$ cat config.mk
export PLATFORM = sky130hd
export DESIGN_NAME = tire_pressure_sensor_tracker_top
export DESIGN_NICKNAME = d
export VERILOG_FILES = /design/src/rtl/tpst_pkg.sv /design/src/rtl/tpst_datapath.sv /design/src/rtl/tpst_ctrl.sv /design/src/rtl/tire_pressure_sensor_tracker_top.sv
export VERILOG_INCLUDE_DIRS = /design/src /design/src/rtl
export SDC_FILE = /design/constraint.sdc
export NUM_CORES = 2
export LEC_CHECK = 0
export BUFFER_PORTS_ARGS = -buffer_cell sky130_fd_sc_hd__buf_2
export CORE_ASPECT_RATIO = 1.2
export CORE_MARGIN = 4
export CORE_UTILIZATION = 55
export DETAILED_ROUTE_END_ITERATION = 6
export PLACE_DENSITY = 0.84
export REMOVE_ABC_BUFFERS = 1
export SETUP_SLACK_MARGIN = 0.05
export SYNTH_ARGS = -nofsm -noshare
export SYNTH_HDL_FRONTEND = slang
export SYNTH_HIERARCHICAL = 1
export SYNTH_SLANG_ARGS = --single-unit
$ cat constraint.sdc
create_clock -name i_clk -period 8.7 [get_ports i_clk]
set_clock_uncertainty 0.2 [all_clocks]
set_input_delay 1.305 -clock i_clk [delete_from_list [all_inputs] [get_ports i_clk]]
set_output_delay 1.305 -clock i_clk [all_outputs]
set_load 0.05 [all_outputs]
$ cat src/rtl/tire_pressure_sensor_tracker_top_assert.svh
// Assertion macros for the tire pressure sensor tracker RTL.
// Needs i_clk and i_rst_n in the including module's scope.
`ifndef TIRE_PRESSURE_SENSOR_TRACKER_TOP_ASSERT_SVH
`define TIRE_PRESSURE_SENSOR_TRACKER_TOP_ASSERT_SVH

// same-cycle implication
`define TPST_ASSERT_NOW(label, ante, cons, msg) \
    label: assert property (@(posedge i_clk) disable iff (!i_rst_n) \
        (ante) |-> (cons)) else $error(msg);

// next-cycle implication
`define TPST_ASSERT_NEXT(label, ante, cons, msg) \
    label: assert property (@(posedge i_clk) disable iff (!i_rst_n) \
        (ante) |=> (cons)) else $error(msg);

`endif

$ cat src/rtl/tpst_pkg.sv
// Shared types and constants for the tire pressure sensor tracker.
// No dependencies.
`timescale 1ns / 1ps

package tpst_pkg;

    localparam int WHEEL_COUNT = 4;
    localparam int WHEEL_SLOTS = 4;
    localparam int WIDX_W      = 2;
    localparam int TIME_BITS   = 48;
    localparam int ADDR_W      = 56;
    localparam int BYTE_W      = 8;
    localparam int RAW_W       = 16;
    localparam int CFG_IDX_W   = 3;
    localparam int CFG_DATA_W  = 56;

    // pressure = (raw - 147) / 10, divide via reciprocal multiply, exact for 16-bit values
    localparam logic [RAW_W-1:0] PRESS_OFFSET = 16'd147;
    localparam logic [RAW_W-1:0] RECIP10      = 16'hCCCD;
    localparam int               RECIP_SHIFT  = 19;
    localparam int               PROD_W       = 2 * RAW_W;

    localparam logic [BYTE_W-1:0]    LIMIT_RESET   = 8'd32;
    localparam logic [TIME_BITS-1:0] TIMEOUT_RESET = 48'd10000000;

    typedef enum logic [CFG_IDX_W-1:0] {
        CFG_WHEEL0  = 3'd0,
        CFG_WHEEL1  = 3'd1,
        CFG_WHEEL2  = 3'd2,
        CFG_WHEEL3  = 3'd3,
        CFG_LIMIT   = 3'd4,
        CFG_TIMEOUT = 3'd5
    } t_cfg_idx;

    typedef enum logic {
        OP_PACKET = 1'b0,
        OP_CHECK  = 1'b1
    } t_op;

    typedef enum logic [1:0] {
        S_IDLE   = 2'd0,
        S_CALC   = 2'd1,
        S_COMMIT = 2'd2
    } t_state;

    typedef struct packed {
        logic load;
        logic calc;
        logic commit;
    } t_dp_cmd;

endpackage

$ cat src/rtl/tpst_datapath.sv
// Datapath: config registers, per-wheel state, address match, pressure decode, timeout check.
// Depends on tpst_pkg; sequenced by tpst_ctrl through t_dp_cmd.
`timescale 1ns / 1ps

module tpst_datapath (
    input  logic                             i_clk,
    input  logic                             i_rst_n,
    input  tpst_pkg::t_dp_cmd                i_cmd,
    input  logic                             i_op,
    input  logic [tpst_pkg::ADDR_W-1:0]      i_sensor_address,
    input  logic [tpst_pkg::BYTE_W-1:0]      i_battery_byte,
    input  logic [tpst_pkg::BYTE_W-1:0]      i_temperature_byte,
    input  logic [tpst_pkg::RAW_W-1:0]       i_raw_pressure,
    input  logic [tpst_pkg::TIME_BITS-1:0]   i_now_time,
    input  logic                             i_cfg_we,
    input  logic [tpst_pkg::CFG_IDX_W-1:0]   i_cfg_index,
    input  logic [tpst_pkg::CFG_DATA_W-1:0]  i_cfg_data,
    output logic                             o_matched,
    output logic [tpst_pkg::WIDX_W-1:0]      o_wheel_index,
    output logic [tpst_pkg::BYTE_W-1:0]      o_decoded_pressure,
    output logic                             o_warning,
    output logic [tpst_pkg::WHEEL_SLOTS-1:0] o_no_signal_mask
);

    // configuration
    logic [tpst_pkg::ADDR_W-1:0]    r_wheel_addr [tpst_pkg::WHEEL_SLOTS];
    logic [tpst_pkg::BYTE_W-1:0]    r_limit;
    logic [tpst_pkg::TIME_BITS-1:0] r_timeout;

    // captured item
    logic                           r_op;
    logic [tpst_pkg::ADDR_W-1:0]    r_addr;
    logic [tpst_pkg::BYTE_W-1:0]    r_batt;
    logic [tpst_pkg::BYTE_W-1:0]    r_temp;
    logic [tpst_pkg::RAW_W-1:0]     r_raw;
    logic [tpst_pkg::TIME_BITS-1:0] r_now;

    // intermediate results
    logic [tpst_pkg::WHEEL_SLOTS-1:0] r_hit_vec;
    logic [tpst_pkg::WHEEL_SLOTS-1:0] r_over_vec;
    logic [tpst_pkg::PROD_W-1:0]      r_prod;
    logic                             r_neg;

    // wheel state
    logic [tpst_pkg::BYTE_W-1:0]      r_w_press [tpst_pkg::WHEEL_SLOTS];
    logic [tpst_pkg::BYTE_W-1:0]      r_w_temp  [tpst_pkg::WHEEL_SLOTS];
    logic [tpst_pkg::BYTE_W-1:0]      r_w_batt  [tpst_pkg::WHEEL_SLOTS];
    logic [tpst_pkg::TIME_BITS-1:0]   r_w_seen  [tpst_pkg::WHEEL_SLOTS];
    logic [tpst_pkg::WHEEL_SLOTS-1:0] r_no_sig;
    logic                             r_warn;

    // output register
    logic                             r_out_matched;
    logic [tpst_pkg::WIDX_W-1:0]      r_out_idx;
    logic [tpst_pkg::BYTE_W-1:0]      r_out_press;
    logic                             r_out_warn;
    logic [tpst_pkg::WHEEL_SLOTS-1:0] r_out_mask;

    logic [tpst_pkg::RAW_W-1:0]       calc_diff;
    logic                             calc_neg;
    logic [tpst_pkg::WHEEL_SLOTS-1:0] calc_hit;
    logic [tpst_pkg::WHEEL_SLOTS-1:0] calc_over;
    logic [tpst_pkg::TIME_BITS-1:0]   calc_age [tpst_pkg::WHEEL_SLOTS];

    logic [tpst_pkg::BYTE_W-1:0]      quot;
    logic [tpst_pkg::BYTE_W-1:0]      press;
    logic                             any_hit;
    logic [tpst_pkg::WIDX_W-1:0]      hit_idx;
    logic                             n_warn;
    logic [tpst_pkg::WHEEL_SLOTS-1:0] n_no_sig;

    // configuration writes
    always_ff @(posedge i_clk) begin
        if (!i_rst_n) begin
            for (int i = 0; i < tpst_pkg::WHEEL_SLOTS; i++) begin
                r_wheel_addr[i] <= '0;
            end
            r_limit   <= tpst_pkg::LIMIT_RESET;
            r_timeout <= tpst_pkg::TIMEOUT_RESET;
        end else if (i_cfg_we) begin
            unique case (i_cfg_index) inside
                tpst_pkg::CFG_WHEEL0, tpst_pkg::CFG_WHEEL1,
                tpst_pkg::CFG_WHEEL2, tpst_pkg::CFG_WHEEL3: begin
                    r_wheel_addr[i_cfg_index[tpst_pkg::WIDX_W-1:0]] <=
                        i_cfg_data[tpst_pkg::ADDR_W-1:0];
                end
                tpst_pkg::CFG_LIMIT: begin
                    r_limit <= i_cfg_data[tpst_pkg::BYTE_W-1:0];
                end
                tpst_pkg::CFG_TIMEOUT: begin
                    r_timeout <= i_cfg_data[tpst_pkg::TIME_BITS-1:0];
                end
                default: begin
                end
            endcase
        end
    end

    // item capture
    always_ff @(posedge i_clk) begin
        if (i_cmd.load) begin
            r_op   <= i_op;
            r_addr <= i_sensor_address;
            r_batt <= i_battery_byte;
            r_temp <= i_temperature_byte;
            r_raw  <= i_raw_pressure;
            r_now  <= i_now_time;
        end
    end

    // calc stage: address compare, offset and reciprocal multiply, age compare
    always_comb begin
        calc_neg  = (r_raw < tpst_pkg::PRESS_OFFSET);
        calc_diff = calc_neg ? (tpst_pkg::PRESS_OFFSET - r_raw)
                             : (r_raw - tpst_pkg::PRESS_OFFSET);
        calc_hit  = '0;
        calc_over = '0;
        for (int i = 0; i < tpst_pkg::WHEEL_SLOTS; i++) begin
            calc_age[i] = r_now - r_w_seen[i];
            if (i < tpst_pkg::WHEEL_COUNT) begin
                calc_hit[i]  = (r_wheel_addr[i] == r_addr);
                calc_over[i] = (calc_age[i] > r_timeout);
            end
        end
    end

    always_ff @(posedge i_clk) begin
        if (i_cmd.calc) begin
            r_hit_vec  <= calc_hit;
            r_over_vec <= calc_over;
            r_prod     <= calc_diff * tpst_pkg::RECIP10;
            r_neg      <= calc_neg;
        end
    end

    // commit stage
    always_comb begin
        quot    = r_prod[tpst_pkg::RECIP_SHIFT +: tpst_pkg::BYTE_W];
        press   = r_neg ? (~quot + 8'd1) : quot;
        any_hit = 1'b0;
        hit_idx = '0;
        for (int i = tpst_pkg::WHEEL_SLOTS - 1; i >= 0; i--) begin
            if (r_hit_vec[i]) begin
                any_hit = 1'b1;
                hit_idx = tpst_pkg::WIDX_W'(i);
            end
        end
        n_warn   = r_warn;
        n_no_sig = r_no_sig;
        if (r_op == tpst_pkg::OP_PACKET) begin
            if (any_hit && (press < r_limit)) begin
                n_warn = 1'b1;
            end
        end else begin
            n_no_sig = r_no_sig | r_over_vec;
        end
    end

    always_ff @(posedge i_clk) begin
        if (!i_rst_n) begin
            for (int i = 0; i < tpst_pkg::WHEEL_SLOTS; i++) begin
                r_w_press[i] <= '0;
                r_w_temp[i]  <= '0;
                r_w_batt[i]  <= '0;
                r_w_seen[i]  <= '0;
            end
            r_no_sig <= '0;
            r_warn   <= 1'b0;
        end else if (i_cmd.commit) begin
            r_no_sig <= n_no_sig;
            r_warn   <= n_warn;
            if (r_op == tpst_pkg::OP_PACKET) begin
                if (any_hit) begin
                    r_w_press[hit_idx] <= press;
                    r_w_temp[hit_idx]  <= r_temp;
                    r_w_batt[hit_idx]  <= r_batt;
                    r_w_seen[hit_idx]  <= r_now;
                end
            end else begin
                for (int i = 0; i < tpst_pkg::WHEEL_SLOTS; i++) begin
                    if (r_over_vec[i]) begin
                        r_w_seen[i] <= r_now;
                    end
                end
            end
        end
    end

    always_ff @(posedge i_clk) begin
        if (i_cmd.commit) begin
            r_out_matched <= (r_op == tpst_pkg::OP_PACKET) && any_hit;
            r_out_idx     <= (r_op == tpst_pkg::OP_PACKET) ? hit_idx : '0;
            r_out_press   <= ((r_op == tpst_pkg::OP_PACKET) && any_hit) ? press : '0;
            r_out_warn    <= n_warn;
            r_out_mask    <= n_no_sig;
        end
    end

    assign o_matched          = r_out_matched;
    assign o_wheel_index      = r_out_idx;
    assign o_decoded_pressure = r_out_press;
    assign o_warning          = r_out_warn;
    assign o_no_signal_mask   = r_out_mask;

endmodule

$ cat src/rtl/tpst_ctrl.sv
// Controller FSM: input handshake, calc/commit sequencing, output valid.
// Depends on tpst_pkg and tire_pressure_sensor_tracker_top_assert.svh.
`timescale 1ns / 1ps

`include "tire_pressure_sensor_tracker_top_assert.svh"

module tpst_ctrl (
    input  logic              i_clk,
    input  logic              i_rst_n,
    input  logic              i_valid,
    output logic              o_stall,
    output logic              o_valid,
    input  logic              i_stall,
    output tpst_pkg::t_dp_cmd o_cmd
);

    tpst_pkg::t_state r_state;
    tpst_pkg::t_state n_state;
    logic             r_out_valid;
    logic             out_free;

    assign out_free = !r_out_valid || !i_stall;

    always_ff @(posedge i_clk) begin
        if (!i_rst_n) begin
            r_state <= tpst_pkg::S_IDLE;
        end else begin
            r_state <= n_state;
        end
    end

    always_comb begin
        n_state = r_state;
        unique case (r_state)
            tpst_pkg::S_IDLE: begin
                if (i_valid) n_state = tpst_pkg::S_CALC;
            end
            tpst_pkg::S_CALC: begin
                n_state = tpst_pkg::S_COMMIT;
            end
            tpst_pkg::S_COMMIT: begin
                if (out_free) n_state = tpst_pkg::S_IDLE;
            end
            default: begin
                n_state = tpst_pkg::S_IDLE;
            end
        endcase
    end

    always_comb begin
        o_cmd   = '0;
        o_stall = 1'b1;
        unique case (r_state)
            tpst_pkg::S_IDLE: begin
                o_stall    = 1'b0;
                o_cmd.load = i_valid;
            end
            tpst_pkg::S_CALC: begin
                o_cmd.calc = 1'b1;
            end
            tpst_pkg::S_COMMIT: begin
                o_cmd.commit = out_free;
            end
            default: begin
            end
        endcase
    end

    // output register valid; payload lives in the datapath
    always_ff @(posedge i_clk) begin
        if (!i_rst_n) begin
            r_out_valid <= 1'b0;
        end else if (o_cmd.commit) begin
            r_out_valid <= 1'b1;
        end else if (!i_stall) begin
            r_out_valid <= 1'b0;
        end
    end

    assign o_valid = r_out_valid;

    `TPST_ASSERT_NEXT(a_accept_to_calc, i_valid && !o_stall, r_state == tpst_pkg::S_CALC, "transfer in did not start calc")
    `TPST_ASSERT_NOW(a_commit_no_overwrite, o_cmd.commit, !r_out_valid || !i_stall, "commit overwrote a pending result")
    `TPST_ASSERT_NOW(a_valid_from_commit, $rose(r_out_valid), $past(r_state) == tpst_pkg::S_COMMIT, "result valid without commit")
    `TPST_ASSERT_NOW(a_one_cmd, 1'b1, $onehot0(o_cmd), "more than one datapath command")

endmodule

$ cat src/rtl/tire_pressure_sensor_tracker_top.sv
// Top level of the tire pressure sensor tracker.
// Depends on tpst_pkg, tpst_ctrl and tpst_datapath.
//
// Usage:
//   Input channel (i_valid / o_stall): one item per transfer. op 0 is a
//   sensor packet matched against the four wheel addresses; op 1 checks
//   every wheel for timeout, marks it no-signal and restamps it.
//   Output channel (o_valid / i_stall): exactly one result per item.
//   Config port (i_cfg_we / i_cfg_index / i_cfg_data): indexes 0-3 wheel
//   addresses, 4 low-pressure limit, 5 signal timeout; others ignored.
//   Write config only while the block is idle.
// Timing:
//   An item runs through capture, calc (compare, reciprocal multiply, age
//   check) and commit, set by the controller's three-state sequence. The
//   result is held in the output register from commit; a new item is
//   taken only in idle, once the last one has committed.
// Reset (synchronous, active low) clears all wheel state, the warning and
//   no-signal marks, sets the limit to 32 and the timeout to 10000000.
// A stalled result holds; the next item may be accepted meanwhile and waits
//   in commit until the output register is free.
`timescale 1ns / 1ps

module tire_pressure_sensor_tracker_top (
    input  logic                             i_clk,
    input  logic                             i_rst_n,
    input  logic                             i_valid,
    output logic                             o_stall,
    input  logic                             i_op,
    input  logic [tpst_pkg::ADDR_W-1:0]      i_sensor_address,
    input  logic [tpst_pkg::BYTE_W-1:0]      i_battery_byte,
    input  logic [tpst_pkg::BYTE_W-1:0]      i_temperature_byte,
    input  logic [tpst_pkg::RAW_W-1:0]       i_raw_pressure,
    input  logic [tpst_pkg::TIME_BITS-1:0]   i_now_time,
    output logic                             o_valid,
    input  logic                             i_stall,
    output logic                             o_matched,
    output logic [tpst_pkg::WIDX_W-1:0]      o_wheel_index,
    output logic [tpst_pkg::BYTE_W-1:0]      o_decoded_pressure,
    output logic                             o_warning,
    output logic [tpst_pkg::WHEEL_SLOTS-1:0] o_no_signal_mask,
    input  logic                             i_cfg_we,
    input  logic [tpst_pkg::CFG_IDX_W-1:0]   i_cfg_index,
    input  logic [tpst_pkg::CFG_DATA_W-1:0]  i_cfg_data
);

    tpst_pkg::t_dp_cmd dp_cmd;

    tpst_ctrl u_ctrl (
        .i_clk   (i_clk),
        .i_rst_n (i_rst_n),
        .i_valid (i_valid),
        .o_stall (o_stall),
        .o_valid (o_valid),
        .i_stall (i_stall),
        .o_cmd   (dp_cmd)
    );

    tpst_datapath u_dp (
        .i_clk              (i_clk),
        .i_rst_n            (i_rst_n),
        .i_cmd              (dp_cmd),
        .i_op               (i_op),
        .i_sensor_address   (i_sensor_address),
        .i_battery_byte     (i_battery_byte),
        .i_temperature_byte (i_temperature_byte),
        .i_raw_pressure     (i_raw_pressure),
        .i_now_time         (i_now_time),
        .i_cfg_we           (i_cfg_we),
        .i_cfg_index        (i_cfg_index),
        .i_cfg_data         (i_cfg_data),
        .o_matched          (o_matched),
        .o_wheel_index      (o_wheel_index),
        .o_decoded_pressure (o_decoded_pressure),
        .o_warning          (o_warning),
        .o_no_signal_mask   (o_no_signal_mask)
    );

endmodule

[After elaboration in Yosys (flattened, before gate mapping)]
Memories as Yosys holds them, arrays and structs flattened.
Index checks and enable logic that the tools add are counted.
Operators by class
  add/subtract/negate cells: 7
  multiply operators: 1
  divide/modulo/power cells: 0
  $lt $le $gt $ge: 6
  eq/ne operators: 14
  shift-type cells: 0
  muxes and demuxes: 62
  bitwise gates (word level): 7
  reductions and logical operators: 13
Operator list (count)
  48-bit two-way mux: 5
  56-bit equality test: 4
  48-bit greater-than comparator: 4
  48-bit subtractor: 4
  56-bit two-way mux: 1
  56-bit OR reduction: 1
  48-bit OR reduction: 1
  1-bit two-way mux: 44
  16-bit by 16-bit multiplier with 27-bit output (second input constant): 1
  16-bit by 8-bit < comparator with 1-bit output (second input constant): 1
  16-bit two-way mux: 1
  2-bit two-way mux: 8
  16-bit by 8-bit subtractor with 16-bit output (second input constant): 1
  8-bit by 16-bit subtractor with 16-bit output (first input constant): 1
  8-bit by 1-bit adder with 8-bit output (second input constant): 1
  8-bit < comparator: 1
  8-bit two-way mux: 1
  8-bit NOT: 1
  3-bit by 2-bit equality test with 1-bit output (second input constant): 2
  3-bit equality test (second input constant): 2
  2-bit one-hot mux with 3 select lines: 1
  2-bit AND reduction: 3
  4-bit two-way mux: 1
  2-bit by 1-bit != test with 1-bit output (second input constant): 2
  other kinds (13): 18
Storage, ports and cells
  register bits after elaboration: 237
  bits in latches: 0
  memory bits (writable): 416
  ROM bits: 0
  input bits: 201
  output and inout port bits: 18
  word-level logic and storage cells: 131
  memories kept: 2
Memory list
  u_dp.r_wheel_addr: words 4, width 56, rd ports 4, clocked after Yosys merged registers in 0, wr ports 4, line tpst_datapath.sv:26  | logic [tpst_pkg::ADDR_W-1:0] r_wheel_addr [tpst_pkg::WHEEL_SLOTS];
  u_dp.r_w_seen: words 4, width 48, rd ports 4, clocked after Yosys merged registers in 0, wr ports 4, line tpst_datapath.sv:48  | logic [tpst_pkg::TIME_BITS-1:0] r_w_seen [tpst_pkg::WHEEL_SLOTS];

[Longest topological paths before layout]
  word-level depth: 11
  mapped depth: 33
  mapped depth without buffers: 32

[Hierarchy]
Netlist, hierarchy kept.
By module, submodules not included
  tpst_datapath: instances 1, cells an instance 4279, area each 44298.7 µm², sequential area each 18337.6 µm²
  tpst_ctrl: instances 1, cells an instance 14, area each 142.6 µm², sequential area each 60.1 µm²

[Worst setup path before layout]
No wires, ideal clock.
  path type: register to register
  start point: reg u_dp/r_raw[9] (netlist bit)
  end point: reg u_dp/r_prod[25] (netlist bit) (data pin)
  library setup time: 258 ps
  arrival: 6640 ps
  required time: 8242 ps
  slack: 1602 ps
  stages on the path, launching flop included: 30
  path buffers: 1
  clock period less this slack: 7098 ps
  cells stage by stage: edfxtp_1 > or4_4 > nor4b_4 > nand2_2 > inv_1 > buf_4 > nor2_1 > a21oi_1 > xor2_1 > ha_1 > inv_1 > fa_1 > inv_1 > fa_1 > fa_1 > fa_1 > inv_1 > fa_1 > inv_1 > ha_1 > and4_1 > a31oi_1 > o21ai_0 > a21oi_1 > o21ai_0 > a31oi_1 > o31ai_1 > or2_1 > a21oi_1 > xnor2_1
Between the ends
  word-level cells in the longest chain between the ends: 3
  elaborated cells between the ends (all ways): 5
  classes of those cells: add/sub: 2; mul: 1; order compare: 1; mux: 1
Ends and longest elaborated chain
  start: declaration: line tpst_datapath.sv:35  | logic [tpst_pkg::RAW_W-1:0] r_raw;
  start signal: assignment: line tpst_datapath.sv:106  | r_raw <= i_raw_pressure;
  16-bit by 8-bit < comparator with 1-bit output: line tpst_datapath.sv:113  | calc_neg = (r_raw < tpst_pkg::PRESS_OFFSET);
  via u_dp.calc_neg: line tpst_datapath.sv:60  | logic calc_neg;
  16-bit two-way mux: line tpst_datapath.sv:114  | calc_diff = calc_neg ? (tpst_pkg::PRESS_OFFSET - r_raw)
  16-bit by 16-bit multiplier with 27-bit output: line tpst_datapath.sv:131  | r_prod <= calc_diff * tpst_pkg::RECIP10;
  end signal: assignment: line tpst_datapath.sv:131
  end: declaration: line tpst_datapath.sv:41  | logic [tpst_pkg::PROD_W-1:0] r_prod;
The timed path passes the listed nets, and every way through them passes these cells.
A chain may end at the register's enable or synchronous reset.

[Worst setup path after layout]
  start point: reg u_dp/r_raw[2] (netlist bit)
  end point: reg u_dp/r_prod[25] (netlist bit) (data pin)
Between the ends
  word-level cells in the longest chain between the ends: 3
  elaborated cells between the ends (all ways): 5
  classes of those cells: add/sub: 2; mul: 1; order compare: 1; mux: 1
Ends and longest elaborated chain
  16-bit by 8-bit subtractor with 16-bit output (tied with other cells): line tpst_datapath.sv:115  | : (r_raw - tpst_pkg::PRESS_OFFSET);
  16-bit two-way mux *: line tpst_datapath.sv:114
  16-bit by 16-bit multiplier with 27-bit output *: line tpst_datapath.sv:131
Mark *: on every way between the ends. The rest lies on a longest branch, timed or not.

==> out/results.ini <==
[sta]
fmax_mhz=128
rsz0062_at_grt=false
worst_pin_slew_ns=0.941
slew_violations=0
fin_crit_ns=7.79
hold_violations=0
finalSetupViolations=0
fin_tns_setup_ns=0
period_share=0.895
max_slew_margin=0.367

[drt]
viasPerCell=5.98
drtIter0Drc=3437
wl_um=121000
drtAntennaViolNets=0
drt_pass1_iterations=7
drcViolationCount=1
vias=33300
wl_per_cell_um=21.8

[clocking]
clockBufferDepth=3
clk_latency_ns=0.64
post-cts-setup-buffers=0
clkTransAtPathRegs_ns=0.06
numCtsBuffers=70
cts_tree=yes
htreeDepth=3
cts_sinks=634
cts_hold_buf=0
cts_root_buffer=clkbuf_16
cts-resized-gates=0

[outcome]
status=finished with violations
failed_checks=design-rule violations

[synth]
ys_seq_area_frac=0.414
synth_top_area_frac=0.385
syn-instance-count=4293
synthesis.area_sq_mm=0.0444
yosys.area.top_type=edfxtp_1
ys_warn_count=6
yosysMostFrequentCell=edfxtp_1
post_synth.cell_area_avg_sq_um=10.4
synthArstFlopShare=0
synthFlopType=edfxtp_1
synth_cell_types=86
synth.area.top_cells=edfxtp_1 39%, ha_1 14%, xor2_1 4.6%
ys_ff_latch=634
synth_edf_count=570
synth_common_cells=570 x edfxtp_1, 493 x ha_1, 428 x inv_1

[worst_setup_path]
crit_buf_inv=5
max_stage_delay_ns=0.57
cp_data_required_time_ns=8.89
crit_fanout=5
r2r_end=u_dp/r_prod[25]
r2r_start=u_dp/r_raw[2]
crit_arrival_ns=7.98
r2r_cells=29
cp-startpoint=u_dp/r_raw[2]
cp_common_cell=inv_1
cp-end-kind=flip-flop
r2r_slack_ns=0.91
cpMaxStageDelayCell=xnor2_1
path_delay_family=adder cells
path_class=reg2reg
setup.worst_path.start_class=flip-flop

[die]
num_rows=113
die-area_sq_mm=0.0854
fp.dieH_um=319
io_pins=219
core_area_sq_mm=0.0796
die_width_um=267
start_util=0.558

[final_layout]
area_delta_synth_final_pct=10.5
drive_gt1_frac=0.0876
final_util=0.617
fin_cells=5573
nFillCells=6319
fin_nets=5251

[hold_path]
holdPathStages=2
hold_class=reg2reg
worstHoldStart=u_dp/r_warn
hold_path_end=u_dp/r_warn

[grt]
grt_use_total=0.278
overflow=0
grt_max_degree=71
grt_pass1_wl_um=185000
antenna_found_initial=9
grt_pass1_vias=32800

[placement]
numPortBuffers=202
place_inst=5438
gp_congestion=0.946
hpwl_um=91600

[power]
powerDensity_mw_per_mm2=244
p_leak_nw=20.8
total_power_w=0.0120
max-vdd-ir-drop_mv=0.386

[job]
cap_violations=0

-- cell usage in the layout (no fill, tap or decap), types with 141 or more instances in the layout --
cell	n
xor2_1	231
a21o_1	166
inv_1	428
and2_1	313
o21ai_0	141
edfxtp_1	570
a21oi_1	236
nor2_1	142
xnor2_1	193
nand2_1	237
buf_2	201
ha_1	493
-- registers in the layout (all words and copies together), names as in the netlist, 2 cells and up --
register and cells:
u_dp/r_timeout 48, u_dp/o_wheel_index 2, u_dp/r_addr 56, u_dp/r_over_vec 4, u_dp/r_limit 8, u_dp/r_now 48
u_dp/r_raw 16, u_dp/r_w_seen 192, u_dp/r_prod 8, u_dp/o_no_signal_mask 4, u_dp/r_no_sig 4, u_ctrl/r_state 2
u_dp/r_hit_vec 4, u_dp/o_decoded_pressure 8, u_dp/r_wheel_addr 224
-- per-layer routing --
metal / track usage / vias to the layer above / part of all wire
li1: - / 15700 / -
met1: 0.360 / 15900 / 0.40
met2: 0.461 / 1436 / 0.46
met3: 0.0362 / 344 / 0.078
met4: 0.140 / 2 / 0.057
met5: 0 / - / 0.00011
-- how the worst max path moves through the flow --
stage,to,slack (ns),cells past startpoint
after floorplan,u_dp/r_prod[25],1.59,28
after global placement,u_dp/r_prod[25],0.98,29
after detailed placement,u_dp/r_prod[25],0.94,29
after CTS,u_dp/r_prod[25],0.91,29
after global routing,u_dp/r_prod[25],0.31,29
final,u_dp/r_prod[25],0.91,29
-- power by group --
group / internal (W) / switching (W) / total (W)
clock network: 0.00181 / 0.00131 / 0.00313
logic: 0.00214 / 0.00289 / 0.00503
registers: 0.00364 / 0.000162 / 0.00380
-- through the flow --
| stage | area (sq um) | setup WS [ns] | hold slack [ns] |
|---|---|---|---|
| 2_1_floorplan | 44000 | 1.59 | 0.215 |
| 3_3_place_gp | 46600 | 0.983 | 0.227 |
| 3_5_place_dp | 46600 | 0.937 | 0.240 |
| 4_1_cts | 49100 | 0.910 | 0.255 |
| 5_1_grt | 49100 | 0.307 | 0.293 |
| 6_report | 49100 | 0.910 | 0.249 |
-- worst register-to-register path: cells and delay by family (launching register included) --
kind	cells	cell delay (ns)
adder cells (fa/ha/maj)	8	3.15
AO/OA/AOI/OAI	10	1.97
AND/OR/NAND/NOR	4	0.79
XOR/XNOR	2	0.65
flip-flops	1	0.42
buffers and inverters	5	0.36
-- logic make-up after synthesis --
kind of cell / count (synthesis) / synth area share
AOI/OAI and AO/OA: 865 / 0.128
DFF: 634 / 0.414
and+or+nand+nor: 1241 / 0.152
muxes: 2 / 0.000479
buffers and inverters: 552 / 0.0470
xor gates and xnor gates: 424 / 0.0836
adders and majority gates: 575 / 0.176
-- final cells by class --
class | instances | area [sq um] | area share
multi-input cells | 3107 | 24100 | 0.491
repair buffers | 234 | 1250 | 0.0255
inverters | 428 | 1610 | 0.0327
diodes | 8 | 20.0 | 0.000408
well taps | 1035 | 1290 | 0.0264
flip-flops and latches | 634 | 18400 | 0.375
clock inverters | 41 | 569 | 0.0116
clock buffers | 86 | 1870 | 0.0381
Note: power is estimated with default switching activity, not from simulation.
